## config.mk

```make
export PLATFORM = sky130hd
export DESIGN_NAME = rv32i_instruction_decoder_unit
export DESIGN_NICKNAME = d
export VERILOG_FILES = /design/src/hw/rtl/rv32id_pkg.sv /design/src/hw/rtl/rv32id_decode.sv /design/src/hw/rtl/rv32i_instruction_decoder_unit.sv
export SDC_FILE = /design/constraint.sdc
export NUM_CORES = 1
export LEC_CHECK = 0
export ABC_CLOCK_PERIOD_IN_PS = 8800
export BUFFER_PORTS_ARGS = -buffer_cell sky130_fd_sc_hd__buf_2
export CELL_PAD_IN_SITES_DETAIL_PLACEMENT = 1
export CELL_PAD_IN_SITES_GLOBAL_PLACEMENT = 2
export CORE_UTILIZATION = 40
export CTS_BUF_LIST = sky130_fd_sc_hd__clkbuf_4
export DETAILED_ROUTE_END_ITERATION = 8
export GPL_TIMING_DRIVEN = 0
export PLACE_DENSITY_LB_ADDON = 0.2
export SKIP_CTS_REPAIR_TIMING = 1
export SLEW_MARGIN = 20
export SYNTH_ARGS = -nofsm -noshare
export SYNTH_HDL_FRONTEND = slang
export SYNTH_HIERARCHICAL = 1
export SYNTH_SLANG_ARGS = --single-unit
```

## constraint.sdc

```tcl
create_clock -name clk -period 8.8 [get_ports clk]
set_input_delay 0.44 -clock clk [delete_from_list [all_inputs] [get_ports clk]]
set_output_delay 0.44 -clock clk [all_outputs]
set_load 0.01 [all_outputs]
```

## src/hw/rtl/rv32id_pkg.sv

```systemverilog
`timescale 1ns / 1ps
// ----------------------------------------------------------------------------
// rv32id_pkg - RV32I decoder shared types and codes
// Beat structs, opcode values and the output code points used by the decoder.
// ----------------------------------------------------------------------------
package rv32id_pkg;

	// command beat
	typedef struct packed {
		logic [31:0] instr_word;
		logic [31:0] pc;
	} cmd_t;

	// result beat
	typedef struct packed {
		logic        illegal;
		logic [3:0]  opcode_class;
		logic [4:0]  dest_reg;
		logic [4:0]  src1_reg;
		logic [4:0]  src2_reg;
		logic [31:0] immediate;
		logic [9:0]  funct_bits;
		logic [3:0]  alu_sel;
		logic [3:0]  branch_sel;
		logic [1:0]  unit_sel;
		logic [12:0] ctrl_flags;
		logic [31:0] pc_out;
	} rsp_t;

	// major opcodes
	localparam logic [6:0] OPC_OP     = 7'h33;
	localparam logic [6:0] OPC_LOAD   = 7'h03;
	localparam logic [6:0] OPC_OPIMM  = 7'h13;
	localparam logic [6:0] OPC_STORE  = 7'h23;
	localparam logic [6:0] OPC_BRANCH = 7'h63;
	localparam logic [6:0] OPC_LUI    = 7'h37;
	localparam logic [6:0] OPC_AUIPC  = 7'h17;
	localparam logic [6:0] OPC_JAL    = 7'h6f;
	localparam logic [6:0] OPC_JALR   = 7'h67;
	localparam logic [6:0] OPC_SYSTEM = 7'h73;
	localparam logic [6:0] OPC_FENCE  = 7'h0f;

	// opcode classes
	localparam logic [3:0] CLS_R      = 4'd0;
	localparam logic [3:0] CLS_LOAD   = 4'd1;
	localparam logic [3:0] CLS_OPIMM  = 4'd2;
	localparam logic [3:0] CLS_STORE  = 4'd3;
	localparam logic [3:0] CLS_BRANCH = 4'd4;
	localparam logic [3:0] CLS_LUI    = 4'd5;
	localparam logic [3:0] CLS_AUIPC  = 4'd6;
	localparam logic [3:0] CLS_JAL    = 4'd7;
	localparam logic [3:0] CLS_JALR   = 4'd8;
	localparam logic [3:0] CLS_SYSTEM = 4'd9;
	localparam logic [3:0] CLS_FENCE  = 4'd10;

	// ALU operations
	localparam logic [3:0] ALU_NONE = 4'd0;
	localparam logic [3:0] ALU_ADD  = 4'd1;
	localparam logic [3:0] ALU_SUB  = 4'd2;
	localparam logic [3:0] ALU_SLL  = 4'd3;
	localparam logic [3:0] ALU_SLT  = 4'd4;
	localparam logic [3:0] ALU_SLTU = 4'd5;
	localparam logic [3:0] ALU_XOR  = 4'd6;
	localparam logic [3:0] ALU_SRL  = 4'd7;
	localparam logic [3:0] ALU_SRA  = 4'd8;
	localparam logic [3:0] ALU_OR   = 4'd9;
	localparam logic [3:0] ALU_AND  = 4'd10;

	// branch operations
	localparam logic [3:0] BR_NONE = 4'd0;
	localparam logic [3:0] BR_BEQ  = 4'd1;
	localparam logic [3:0] BR_BNE  = 4'd2;
	localparam logic [3:0] BR_BLT  = 4'd3;
	localparam logic [3:0] BR_BGE  = 4'd4;
	localparam logic [3:0] BR_BLTU = 4'd5;
	localparam logic [3:0] BR_BGEU = 4'd6;
	localparam logic [3:0] BR_JAL  = 4'd7;
	localparam logic [3:0] BR_JALR = 4'd8;

	// functional units
	localparam logic [1:0] UNIT_ALU = 2'd0;
	localparam logic [1:0] UNIT_LSU = 2'd1;
	localparam logic [1:0] UNIT_SFU = 2'd2;
	localparam logic [1:0] UNIT_BRU = 2'd3;

	// ctrl_flags bit positions
	localparam int FL_RD    = 0;
	localparam int FL_RS1   = 1;
	localparam int FL_RS2   = 2;
	localparam int FL_IMM   = 3;
	localparam int FL_S2IMM = 4;
	localparam int FL_S1PC  = 5;
	localparam int FL_S1INV = 6;
	localparam int FL_S1RS1 = 7;
	localparam int FL_S2CSR = 8;
	localparam int FL_LOAD  = 9;
	localparam int FL_STORE = 10;
	localparam int FL_CSR   = 11;
	localparam int FL_EXIT  = 12;

	// SYSTEM funct3 0 immediates
	localparam logic [11:0] SYS_ECALL  = 12'h000;
	localparam logic [11:0] SYS_EBREAK = 12'h001;
	localparam logic [11:0] SYS_URET   = 12'h002;
	localparam logic [11:0] SYS_SRET   = 12'h102;
	localparam logic [11:0] SYS_MRET   = 12'h302;

endpackage

```

## src/hw/rtl/rv32id_decode.sv

```systemverilog
`timescale 1ns / 1ps
// ----------------------------------------------------------------------------
// rv32id_decode - RV32I field and control decode
// Combinational decode of one instruction word into the result beat.
// ----------------------------------------------------------------------------
module rv32id_decode
	import rv32id_pkg::*;
(
	input  cmd_t cmd,
	output rsp_t rsp
);

	logic [31:0] w;
	logic [6:0]  opc;
	logic [4:0]  rd;
	logic [2:0]  f3;
	logic [4:0]  rs1;
	logic [4:0]  rs2;
	logic [6:0]  f7;
	logic [31:0] imm_i;
	logic [31:0] imm_s;
	logic [31:0] imm_b;
	logic [31:0] imm_u;
	logic [31:0] imm_j;

	logic [31:0] imm;
	logic [12:0] fl;
	logic [3:0]  alu;
	logic [3:0]  br;
	logic [3:0]  cls;
	logic [1:0]  unit;
	logic        bad;

	assign w     = cmd.instr_word;
	assign opc   = w[6:0];
	assign rd    = w[11:7];
	assign f3    = w[14:12];
	assign rs1   = w[19:15];
	assign rs2   = w[24:20];
	assign f7    = w[31:25];
	assign imm_i = {{20{w[31]}}, w[31:20]};
	assign imm_s = {{20{w[31]}}, w[31:25], w[11:7]};
	assign imm_b = {{19{w[31]}}, w[31], w[7], w[30:25], w[11:8], 1'b0};
	assign imm_u = {w[31:12], 12'h000};
	assign imm_j = {{11{w[31]}}, w[31], w[19:12], w[20], w[30:21], 1'b0};

	always_comb begin
		imm = '0;
		fl  = '0;
		alu = ALU_NONE;
		br  = BR_NONE;
		cls = CLS_R;
		bad = 1'b0;
		unique case (opc)
			OPC_OP: begin
				cls = CLS_R;
				fl[FL_RD] = 1'b1; fl[FL_RS1] = 1'b1; fl[FL_RS2] = 1'b1;
			end
			OPC_LOAD: begin
				cls = CLS_LOAD;
				fl[FL_RD] = 1'b1; fl[FL_RS1] = 1'b1; fl[FL_IMM] = 1'b1;
				fl[FL_S2IMM] = 1'b1; fl[FL_LOAD] = 1'b1;
				imm = imm_i; alu = ALU_ADD;
			end
			OPC_OPIMM: begin
				cls = CLS_OPIMM;
				fl[FL_RD] = 1'b1; fl[FL_RS1] = 1'b1; fl[FL_IMM] = 1'b1;
				fl[FL_S2IMM] = 1'b1;
				// shifts carry shamt only
				imm = (f3 == 3'd1 || f3 == 3'd5) ? {27'd0, rs2} : imm_i;
			end
			OPC_STORE: begin
				cls = CLS_STORE;
				fl[FL_RS1] = 1'b1; fl[FL_RS2] = 1'b1; fl[FL_IMM] = 1'b1;
				fl[FL_S2IMM] = 1'b1; fl[FL_STORE] = 1'b1;
				imm = imm_s; alu = ALU_ADD;
			end
			OPC_BRANCH: begin
				cls = CLS_BRANCH;
				fl[FL_RS1] = 1'b1; fl[FL_RS2] = 1'b1; fl[FL_IMM] = 1'b1;
				fl[FL_S2IMM] = 1'b1; fl[FL_S1PC] = 1'b1;
				imm = imm_b; alu = ALU_ADD;
				unique case (f3)
					3'd0:    br = BR_BEQ;
					3'd1:    br = BR_BNE;
					3'd4:    br = BR_BLT;
					3'd5:    br = BR_BGE;
					3'd6:    br = BR_BLTU;
					3'd7:    br = BR_BGEU;
					default: bad = 1'b1;
				endcase
			end
			OPC_LUI: begin
				cls = CLS_LUI;
				fl[FL_RD] = 1'b1; fl[FL_IMM] = 1'b1; fl[FL_S2IMM] = 1'b1;
				imm = imm_u; alu = ALU_ADD;
			end
			OPC_AUIPC: begin
				cls = CLS_AUIPC;
				fl[FL_RD] = 1'b1; fl[FL_IMM] = 1'b1; fl[FL_S2IMM] = 1'b1;
				fl[FL_S1PC] = 1'b1;
				imm = imm_u; alu = ALU_ADD;
			end
			OPC_JAL: begin
				cls = CLS_JAL;
				fl[FL_RD] = 1'b1; fl[FL_IMM] = 1'b1; fl[FL_S2IMM] = 1'b1;
				fl[FL_S1PC] = 1'b1;
				imm = imm_j; alu = ALU_ADD; br = BR_JAL;
			end
			OPC_JALR: begin
				cls = CLS_JALR;
				fl[FL_RD] = 1'b1; fl[FL_RS1] = 1'b1; fl[FL_IMM] = 1'b1;
				fl[FL_S2IMM] = 1'b1;
				imm = imm_i; alu = ALU_ADD; br = BR_JALR;
			end
			OPC_SYSTEM: begin
				cls = CLS_SYSTEM;
				fl[FL_IMM] = 1'b1;
				imm = {20'd0, w[31:20]};
				if (f3 == 3'd0) begin
					alu = ALU_ADD;
					if (w[31:20] == SYS_ECALL || w[31:20] == SYS_EBREAK) begin
						fl[FL_EXIT] = 1'b1;
					end else if (w[31:20] != SYS_URET && w[31:20] != SYS_SRET &&
						w[31:20] != SYS_MRET) begin
						bad = 1'b1;
					end
				end else begin
					fl[FL_RD] = 1'b1; fl[FL_CSR] = 1'b1; fl[FL_S2CSR] = 1'b1;
					if (f3 < 3'd5) begin
						fl[FL_RS1] = 1'b1;
					end
					unique case (f3)
						3'd1: alu = ALU_ADD;
						3'd2: alu = ALU_OR;
						3'd3: begin
							alu = ALU_AND; fl[FL_S1INV] = 1'b1;
						end
						3'd5: begin
							alu = ALU_ADD; fl[FL_S1RS1] = 1'b1;
						end
						3'd6: begin
							alu = ALU_OR; fl[FL_S1RS1] = 1'b1;
						end
						3'd7: begin
							alu = ALU_AND; fl[FL_S1INV] = 1'b1; fl[FL_S1RS1] = 1'b1;
						end
						default: bad = 1'b1;
					endcase
				end
			end
			OPC_FENCE: begin
				cls = CLS_FENCE;
			end
			default: begin
				bad = 1'b1;
			end
		endcase

		// register-register and register-immediate ALU ops
		if (opc == OPC_OP || opc == OPC_OPIMM) begin
			unique case (f3)
				3'd0: alu = (opc == OPC_OP && f7 != 7'd0) ? ALU_SUB : ALU_ADD;
				3'd1: alu = ALU_SLL;
				3'd2: alu = ALU_SLT;
				3'd3: alu = ALU_SLTU;
				3'd4: alu = ALU_XOR;
				3'd5: alu = (f7 != 7'd0) ? ALU_SRA : ALU_SRL;
				3'd6: alu = ALU_OR;
				3'd7: alu = ALU_AND;
			endcase
		end

		// writes to x0 are dropped
		if (rd == 5'd0) begin
			fl[FL_RD] = 1'b0;
		end
	end

	always_comb begin
		priority if (fl[FL_LOAD] || fl[FL_STORE]) begin
			unit = UNIT_LSU;
		end else if (fl[FL_CSR]) begin
			unit = UNIT_SFU;
		end else if (br != BR_NONE) begin
			unit = UNIT_BRU;
		end else begin
			unit = UNIT_ALU;
		end
	end

	always_comb begin
		rsp = '0;
		if (bad) begin
			rsp.illegal = 1'b1;
		end else begin
			rsp.opcode_class = cls;
			rsp.dest_reg     = rd;
			rsp.src1_reg     = rs1;
			rsp.src2_reg     = rs2;
			rsp.immediate    = imm;
			rsp.funct_bits   = {f7, f3};
			rsp.alu_sel      = alu;
			rsp.branch_sel   = br;
			rsp.unit_sel     = unit;
			rsp.ctrl_flags   = fl;
			rsp.pc_out       = cmd.pc;
		end
	end

endmodule

```

## src/hw/rtl/rv32i_instruction_decoder_unit.sv

```systemverilog
`timescale 1ns / 1ps
// ----------------------------------------------------------------------------
// rv32i_instruction_decoder_unit - RV32I instruction decoder
// Registers an instruction beat, decodes it and registers the result beat.
// ----------------------------------------------------------------------------
//
//  channel  | handshake            | payload        | direction
//  ---------+----------------------+----------------+----------
//  command  | start / busy         | cmd  (cmd_t)   | in
//  result   | done (1-cycle pulse) | rsp  (rsp_t)   | out
//
//  An accepted beat is captured in the input register, decoded
//  combinationally and captured in the result register, which drives rsp
//  with done high. One beat per cycle is sustained; busy is never raised,
//  since the decode path has no state and no shared unit.
//  Reset clears only the valid bits of both stages; payload registers are
//  not reset. The receiver cannot stall, so each result is shown exactly once.
//
module rv32i_instruction_decoder_unit
	import rv32id_pkg::*;
(
	input  logic clk,
	input  logic arst_n,
	// command channel
	input  logic start,
	output logic busy,
	input  cmd_t cmd,
	// result channel
	output logic done,
	output rsp_t rsp
);

	logic vld_s1;
	cmd_t cmd_s1;
	logic vld_s2;
	rsp_t rsp_s2;
	rsp_t dec_rsp;

	// never back-pressures
	assign busy = 1'b0;

	// stage valids
	always_ff @(posedge clk or negedge arst_n) begin
		if (!arst_n) begin
			vld_s1 <= 1'b0;
			vld_s2 <= 1'b0;
		end else begin
			vld_s1 <= start && !busy;
			vld_s2 <= vld_s1;
		end
	end

	// input register: capture on an accepted beat
	always_ff @(posedge clk) begin
		if (start && !busy) begin
			cmd_s1 <= cmd;
		end
	end

	rv32id_decode u_decode (
		.cmd (cmd_s1),
		.rsp (dec_rsp)
	);

	// result register
	always_ff @(posedge clk) begin
		if (vld_s1) begin
			rsp_s2 <= dec_rsp;
		end
	end

	assign done = vld_s2;
	assign rsp  = rsp_s2;

endmodule
```

* Yosys cells after proc, flatten, opt, wreduce, memory -nomap -nowiden
Cells that the tools add are included.
Operators by class: $lt $le $gt $ge 1, equal/unequal tests 22, mux-type cells 38, bitwise logic cells 2, reduce and logical (&&, ||, !) cells 33
Operators by type and width (count):
- 32-bit case mux with 7 select lines | 1
- 4-bit case mux with 10 select lines | 1
- 32-bit 2-to-1 mux | 1
- 4-bit case mux with 8 select lines | 1
- 7-bit == test, second input constant | 4
- 4-bit case mux with 3 select lines | 2
- 7-bit by 6-bit == test with 1-bit output, second input constant | 3
- 1-bit 2-to-1 mux | 19
- 3-bit case mux with 6 select lines | 1
- 6-bit OR reduction | 3
- 9-bit OR reduction | 2
- 2-bit OR reduction | 8
- 3-bit OR reduction | 5
- 7-bit by 5-bit == test with 1-bit output, second input constant | 2
- 7-bit OR reduction | 2
- 12-bit by 1-bit == test with 1-bit output, second input constant | 1
- 3-bit == test, second input constant | 4
- 12-bit zero test | 1
- 4-bit 2-to-1 mux | 3
- 12-bit by 10-bit != test with 1-bit output, second input constant | 1
- 12-bit by 2-bit != test with 1-bit output, second input constant | 1
- 12-bit by 9-bit != test with 1-bit output, second input constant | 1
- 2-bit 2-to-1 mux | 4
- 4-bit case mux with 2 select lines | 1
- 16 further kinds | 24
Storage, ports and cells: bits in registers 183, bits of input ports 67, output and inout bits 119, word-level logic and storage cells 117

* Logic depth before layout (Yosys ltp)
Gate-level depths: netlist of the first run.
depth in word-level cells 8, gate-level depth with buffers 12, gate-level depth less buffers 6

* By module
Netlist of the first run, hierarchy kept.
By module, submodules not included:
- rv32i_instruction_decoder_unit | times used 1, cells each 185, area an instance 5496.5 um2, seq. area each 5485.3 um2
- rv32id_decode | times used 1, cells each 307, area an instance 1885.6 um2, seq. area each 0.0 um2

* Worst setup path before layout of the first run
OpenSTA, ideal clock, no wires.
path type register -> register, from reg vld_s1, to reg rsp_s2 (netlist bit rsp[0]), enable pin, library setup time 0.476 ns, arrival time 2.674 ns, path slack 5.650 ns, cell stages (with the launch flop) 1, path buffers 0, clock period less this slack 3.150 ns, cell sequence dfrtp_1
RTL lines:
- start, declared | line rv32i_instruction_decoder_unit.sv:33 | logic vld_s1;
- start signal, assigned | line rv32i_instruction_decoder_unit.sv:48 | vld_s1 <= start && !busy;
- end signal, assigned | line rv32i_instruction_decoder_unit.sv:68 | rsp_s2 <= dec_rsp;
- end, declared | line rv32i_instruction_decoder_unit.sv:36 | rsp_t rsp_s2;
No word-level cell between the ends.

* Final worst setup path of the first run
from reg cmd_s1[35] in the netlist's numbering, to reg rsp_s2 (netlist bit rsp[43]) (data pin)
Between the ends: cells in the longest elaborated chain, start to end 3, elaborated cells between the ends (all ways) 14, classes of those cells eq/ne (11); mux (2); reduce/logical (1)
Ends and longest elaborated chain:
- start, declared | line rv32i_instruction_decoder_unit.sv:34 | cmd_t cmd_s1;
- start signal, assigned | line rv32i_instruction_decoder_unit.sv:56 | cmd_s1 <= cmd;
- 7-bit by 4-bit == test with 1-bit output (tied with other cells) | line rv32id_decode.sv:54 | unique case (opc)
- 9-bit OR reduction (no source line)
- 1-bit case mux with 3 select lines * | line rv32id_decode.sv:54
- named net u_decode.bad | line rv32id_decode.sv:32 | logic bad;
Mark *: on every way through the listed nets, which the timed path passes. The rest lies on a longest branch. A chain may end at the register's enable or synchronous reset.

==> key figures, run 1 <==
STA
  • Worst slew pin tran: approximately 0.75 ns
  • F_max: 394 MHz
  • Slew margin rel.: 0.493
  • Post-route setup slack: ~6.3 ns
  • Worst Skew: between 0.02 and 0.025 ns
  • Final Hold Viols: 0
  • Final period utilization: 0.288
  • Post-layout minimum cycle time: approximately 2.5 ns
  • Setup violations, final: 0
  • Final slew viol count: 0
  • RSZ-0062 raised after global routing: false
  • Setup_tns: 0 ns

Yosys
  • Synth Flop Type: edfxtp_1
  • Mean post-synth cell area: around 15 um2
  • Post-synth EDFFs: 181
  • Synth async-reset ratio: 0.0109
  • Sequential share of the synthesized area: 0.743
  • Seq cells post-synth: 183
  • Yosys cell types: 56
  • Yosys Warn Count: 6
  • Mapped Area: 0.00738 mm2
  • Net Count, Synth: between 500 and 600
  • Gate Count Post-Synth: approximately 490

Routing
  • DRC: 0
  • Detailed Route WL: approximately 19000 um
  • Final ANT Viol Nets: 0
  • Total number of vias: 5086
  • Post-DR vias/cell: 5.07
  • Drt wl/cell: around 19 um
  • Initial detailed-routing violation count: 257
  • Pre-antenna DRT Iters: 7

Global route
  • Total gr overflow: 0
  • First-pass GRT wire length: around 27000 um
  • Tot GR Track Use: 0.194
  • Initial antenna violation count: 1
  • GR Util met3: 0.0694
  • Met2 Use GR: 0.319
  • Largest net degree at the start of global routing: between 40 and 50
  • GR peak layer: met2
  • Vias in the first global route: roughly 4900
  • Met1 GRT Util: 0.236

Critical path
  • Worst path slowest cell: edfxtp_1
  • Crit start category: flop
  • CP Buf/Inv Count: 7
  • R2r worst-path depth: 12
  • Slowest stage delay, CP: between 0.4 and 0.5 ns
  • WP data required: between 9 and 10 ns
  • Critical R2R Capture: rsp[43]$_DFFE_PP_
  • Worst r2r src: cmd_s1[35]$_DFFE_PP_
  • Critical Path End Type: flop
  • Most common cell on crit path: buf_6
  • Worst R2R Setup Slack: about 6.3 ns
  • Delay-heaviest family, CP: buffers and inverters
  • WP data arrival: between 2 and 3 ns
  • CP max FO: 10
  • Setup Crit Path Kind: flop to flop
  • Critical path cell sequence: buf_6 > nand4bb_1 > buf_4 > nor3_4 > nand2_1 > and3_1 > buf_6 > inv_2 > buf_6 > buf_6 > nor2_1 > buf_4

Hold path
  • Worst Hold Class: input pin to flop
  • Hold path depth: 1
  • Hold_sp: cmd[46]
  • WHS Endpoint: cmd_s1[46]$_DFFE_PP_

Power
  • Leakage: about 3.6 nW
  • Peak VDD IR: about 0.12 mV
  • Pwr Density: 181 mW/mm2

Layout
  • Layout area overhead: 30.0%
  • Layout cells sized above 1: 0.337
  • Post-layout net count: 828

Clock tree
  • CTS Sinks: 183
  • Clock buffers created by TritonCTS: 17
  • CTS root buf: clkbuf_4
  • H-Tree Depth: 4
  • CTS tree: done
  • CTS Buffer Depth: 2
  • Clock Latency Late Sink: 0.58 ns
  • Clock transition at path regs: about 0.17 ns

Floorplan
  • Initial Util: 0.410
  • I/O Pins: roughly 190
  • Row count: slightly below 50
  • Die height: 138 um
  • Core area: ~0.018 mm2
  • Die W: between 100 and 150 um
  • Die area: ~0.019 mm2

Place
  • Final Wtd Congestion: 0.810
  • Port bufs: approximately 180
  • Worst slack, placed: about 6.3 ns
  • Final HPWL DP: between 10000 and 15000 um

Run
  • Max-cap viol count: 0

Run status
  • Outcome: complete, no violations
==> state kept, by name, summed over array words and instances (netlist names) <==
signal / cells
rsp: 117
cmd_s1: 64
done: 1
vld_s1: 1
==> routing by layer <==
layer	routed length, um	part of all wire
met5	0	0
met4	258	0.014
met3	1380	0.072
met2	9680	0.51
met1	7790	0.41
==> logic make-up after synthesis <==
group	synth area share
AND/OR/NAND/NOR	0.146
flip-flops	0.743
AO/OA/AOI/OAI	0.0744
buffers and inverters	0.0312
multiplexers	0.00407
XOR/XNOR	0.00119
other	0.000508
==> synthesized netlist by cell type, types with 5 or more instances <==
library cell	n	area, um2
clkbuf_1	15	56.3
buf_4	6	45.0
buf_2	9	45.0
nor3_1	25	125
nand2_1	19	71.3
nor2b_1	5	31.3
and3_1	10	62.6
nor2_1	34	128
o21ai_0	10	50.1
nand2b_1	5	31.3
a21oi_1	13	65.1
and2_1	55	344
edfxtp_1	181	5440
nand3_1	5	25.0
nor3_2	9	90.1
a22oi_1	24	180
==> worst max-delay path by stage <==
stage,startpoint,to,slack (ns),cells after the start
global placement,vld_s1$_DFF_PN0_,rsp[98]$_DFFE_PP_,4.71,0
CTS,cmd_s1[35]$_DFFE_PP_,rsp[43]$_DFFE_PP_,6.29,12
detailed placement,cmd_s1[35]$_DFFE_PP_,rsp[43]$_DFFE_PP_,6.29,12
global route,cmd_s1[58]$_DFFE_PP_,rsp[43]$_DFFE_PP_,6.14,10
finish,cmd_s1[35]$_DFFE_PP_,rsp[43]$_DFFE_PP_,6.26,12
floorplan,vld_s1$_DFF_PN0_,rsp[0]$_DFFE_PP_,5.65,0
==> worst register-to-register path: cells and delay by family (launching register included) <==
family / cells / cell delay (ns)
and+or+nand+nor: 5 / 0.94
DFF: 1 / 0.41
buffers and inverters: 7 / 0.98
==> area by class of cell <==
type,count,area [um2]
inverters,3,11.3
multi-input cells,269,1670
well taps,229,287
clock buffers,17,128
diodes,1,2.50
clock inverters,15,180
flip-flops and latches,183,5490
repair buffers,250,1610
plain buffers,37,219
fillers,1847,8430
==> power by group <==
| part | internal, mW | switching, mW |
|---|---|---|
| clock network | 0.159 | 0.330 |
| logic | 0.0857 | 0.116 |
| registers | 1.02 | 0.0279 |
| total | 1.27 | 0.475 |
==> placed cells by master (no fill, tap or decap), types with 3 or more instances in the layout <==
cell type        n
buf_2          192
edfxtp_1       181
dlygate4sd3_1   63
and2_1          55
nor2_1          34
nor3_1          25
a22oi_1         24
nand2_1         19
clkbuf_4        17
clkbuf_1        15
a21oi_1         13
and3_1          10
o21ai_0         10
nor3_2           9
buf_4            7
inv_8            5
nand2b_1         5
nand3_1          5
nor2b_1          5
buf_12           4
buf_6            4
a211oi_1         4
nor4_1           4
a31oi_1          4
inv_6            3
clkinv_8         3
a21o_1           3
mux2i_1          3
o2bb2ai_1        3
==> through the flow <==
| step | hold WS, ns | cell area (um2) | power, mW | util | instances |
|---|---|---|---|---|---|
| 3_3_place_gp | 0.224 | 8590 | 1.24 | 0.477 | 905 |
| 3_5_place_dp | 0.230 | 8660 | 1.25 | 0.480 | 908 |
| 2_1_floorplan | 0.144 | 7380 | 1.16 | - | 492 |
| 4_1_cts | -0.429 | 8960 | 1.73 | 0.497 | 940 |
| 6_report | 0.0502 | 9600 | 1.74 | 0.532 | 1004 |
| 5_1_grt | 0.00232 | 9600 | 1.81 | 0.532 | 1004 |
No activity file was read; power rests on OpenSTA's default activity.
==> run 2, diff against run 1 <==
--- a/config.mk
+++ b/config.mk
@@ -5,11 +5,12 @@
 export SDC_FILE = /design/constraint.sdc
 export NUM_CORES = 1
 export LEC_CHECK = 0
-export ABC_CLOCK_PERIOD_IN_PS = 8800
+export ABC_AREA = 1
+export ABC_CLOCK_PERIOD_IN_PS = 2620
 export BUFFER_PORTS_ARGS = -buffer_cell sky130_fd_sc_hd__buf_2
 export CELL_PAD_IN_SITES_DETAIL_PLACEMENT = 1
 export CELL_PAD_IN_SITES_GLOBAL_PLACEMENT = 2
-export CORE_UTILIZATION = 40
+export CORE_UTILIZATION = 35
 export CTS_BUF_LIST = sky130_fd_sc_hd__clkbuf_4
 export DETAILED_ROUTE_END_ITERATION = 8
 export GPL_TIMING_DRIVEN = 0
==> constraint.sdc (replaced) <==
create_clock -name clk -period 2.62 [get_ports clk]
set_input_delay 0.131 -clock clk [delete_from_list [all_inputs] [get_ports clk]]
set_output_delay 0.131 -clock clk [all_outputs]
set_load 0.01 [all_outputs]
==> run 2 against run 1 <==
  * First-iteration DRC count down 13%
  * Register-to-register slack worse by 5.9 ns
  * Final area grew 3.9%
  * Wire length rose by 11%
  * Sequential share of layout area is 2.2 points lower
  * Cell count is 25% higher
  * Non-clock buffer count rose by 1
  * Critical path type unchanged
==> key figures, run 2 <==
Routing
  • DRC: 0
  • Final ANT Viol Nets: 0
  • Pre-antenna DRT Iters: 4
  • Total number of vias: 5755
  • Post-DR vias/cell: 4.58
  • Detailed Route WL: 21200 um
  • Drt wl/cell: roughly 17 um
  • Initial detailed-routing violation count: 223

Yosys
  • Mux cell area share after synthesis: 0
  • Synth Area in Adders: 0
  • Mapped Area: about 0.0077 mm2
  • Synth async-reset ratio: 0.0109
  • Synth Flop Type: edfxtp_1
  • Net Count, Synth: around 760
  • Seq cells post-synth: ~180
  • Simple-Gate Fraction of Synth Area: 0.201
  • Yosys top cell area share: 0.710
  • Most frequent cells after synthesis: edfxtp_1, nor2_1, nand2_1
  • Top cell type by total area after synthesis: edfxtp_1
  • Synth area leaders: edfxtp_1, nor2_1, nand2_1, nand3_1, inv_1
  • Largest family of logic cells by synthesized area: simple AND/OR/NAND/NOR gates
  • Sequential share of the synthesized area: 0.716
  • Most common cell in the netlist: edfxtp_1
  • Xor/xnor share of the synthesized area: 0.00114
  • Mean post-synth cell area: between 10 and 15 um2
  • Synth Area in Compound Gates: 0.0109
  • Yosys cell types: 26
  • Post-synth EDFFs: roughly 180
  • Yosys Warn Count: 6
  • Gate Count Post-Synth: just under 700

Critical path
  • Crit start category: flop
  • Critical R2R Capture: rsp[43]$_DFFE_PP_
  • R2r worst-path depth: 10
  • WP data arrival: 2.74 ns
  • WP data required: ~3.1 ns
  • Worst R2R Setup Slack: 0.37 ns
  • Setup Crit Path Kind: flop to flop
  • CP max FO: 10
  • Critical Path End Type: flop
  • Worst r2r src: cmd_s1[34]$_DFFE_PP_

Layout
  • Commonest non-fill, non-tap cells in the layout: buf_2, edfxtp_1, nor2_1
  • Post-Layout Cell Count: approximately 1300
  • Multi-input gate area: 0.00164 mm2
  • Max reg flops: 117
  • Post-layout net count: 1034
  • Post-layout instance area: ~0.01 mm2
  • Most common library cell in the layout ignoring fill and taps: buf_2
  • Layout area overhead: 30.2%
  • Layout cells sized above 1: 0.267
  • Register area: roughly 0.0055 mm2
  • Fin util: 0.470
  • Filler cells: approximately 2400

STA
  • Post-route setup slack: 0.367 ns
  • Slew margin rel.: 0.643
  • Post-layout minimum cycle time: between 2 and 2.5 ns
  • RSZ-0062 raised after global routing: false
  • Setup violations, final: 0
  • Worst slew pin tran: about 0.54 ns
  • Fin Hold WS: roughly 0.22 ns
  • Worst Skew: about 0.042 ns
  • Final Hold Viols: 0
  • F_max: between 400 and 500 MHz
  • Setup_tns: 0 ns
  • Final period utilization: 0.860
  • Final slew viol count: 0

Place
  • Final HPWL DP: between 10000 and 15000 um
  • Port bufs: 184
  • Placed cell count: 1156
  • Area after DPL: approximately 0.009 mm2
  • Worst slack, placed: around 0.34 ns
  • Final Wtd Congestion: 0.821

Power
  • Leakage: about 4.3 nW
  • Design Power: slightly below 6 mW
  • Peak VDD IR: around 0.31 mV
  • Pwr Density: just under 600 mW/mm2

Global route
  • Vias in the first global route: between 5000 and 6000
  • Largest net degree at the start of global routing: 51
  • Total gr overflow: 0
  • Met1 GRT Util: 0.228
  • Met2 Use GR: 0.302
  • Initial antenna violation count: 2
  • GR peak layer: met2
  • GR Util met3: 0.0646
  • Tot GR Track Use: 0.184
  • First-pass GRT wire length: around 31000 um

Run
  • Max-cap viol count: 0

Clock tree
  • CTS Buffer Depth: 2
  • CTS root buf: clkbuf_4
  • Clock transition at path regs: roughly 0.18 ns
  • Clock Latency Late Sink: approximately 0.6 ns
  • CTS tree: done
  • H-Tree Depth: 4
  • Clock buffers created by TritonCTS: 17
  • CTS Sinks: about 180

Floorplan
  • Die area: around 0.022 mm2
  • Die height: 150 um
  • I/O Pins: approximately 190
  • Core area: approximately 0.021 mm2
  • Die W: approximately 150 um
  • Initial Util: 0.361
  • Row count: 53

Hold path
  • Hold path depth: 2
  • Worst Hold Class: input pin to flop
  • WHS Endpoint: cmd_s1[5]$_DFFE_PP_
  • Hold_sp: cmd[5]

Run status
  • Outcome: complete, no violations
-- run 2: critical path: stages, from the launching register on --
cell and delay, ns:
edfxtp_1 0.51, nor2_1 0.17, nand2_2 0.12, nor2_2 0.28
nor2_1 0.10, nand3_1 0.08, nand3_1 0.18, buf_6 0.23
buf_6 0.15, nor2_1 0.18, buf_4 0.14
-- run 2: how the worst max path moves through the flow --
stage	start	endpoint	slack, ns	cells after the start
final	cmd_s1[34]$_DFFE_PP_	rsp[43]$_DFFE_PP_	0.37	10
after global routing	cmd_s1[34]$_DFFE_PP_	rsp[43]$_DFFE_PP_	0.13	10
after CTS	cmd_s1[34]$_DFFE_PP_	rsp[43]$_DFFE_PP_	0.32	11
after detailed placement	cmd_s1[34]$_DFFE_PP_	rsp[43]$_DFFE_PP_	0.34	11
after global placement	vld_s1$_DFF_PN0_	rsp[58]$_DFFE_PP_	0.03	0
after floorplan	vld_s1$_DFF_PN0_	rsp[0]$_DFFE_PP_	0.59	0
-- run 2: cell families (layout without fill, tap and decap cells) --
kind of cell,count (synthesis),in the layout
xor gates and xnor gates,1,1
buffers and inverters,116,402
AOI/OAI and AO/OA,16,16
and+or+nand+nor,377,377
other,1,3
DFF,183,183
-- run 2: where the power goes --
part / total (mW) / switching (mW) / leakage [nW] / internal [mW]
combinational: 0.655 / 0.389 / 2.36 / 0.266
sequential: 3.52 / 0.0903 / 1.76 / 3.43
clock: 1.61 / 1.15 / 0.163 / 0.468
-- run 2: layout make-up --
class / count / share of cell area
timing repair buffer: 254 / 0.167
antenna: 2 / 0.000502
clock buffer: 18 / 0.0136
sequential: 183 / 0.550
inverter: 82 / 0.0309
buffer: 34 / 0.0226
multi-input combinational: 395 / 0.164
tap: 275 / 0.0345
clock inverter: 14 / 0.0166
-- run 2: metal layers --
| layer | part of all wire | wire length, um |
|---|---|---|
| met2 | 0.50 | 10600 |
| met5 | 0 | 0 |
| met1 | 0.42 | 8990 |
| met3 | 0.062 | 1320 |
| met4 | 0.014 | 301 |
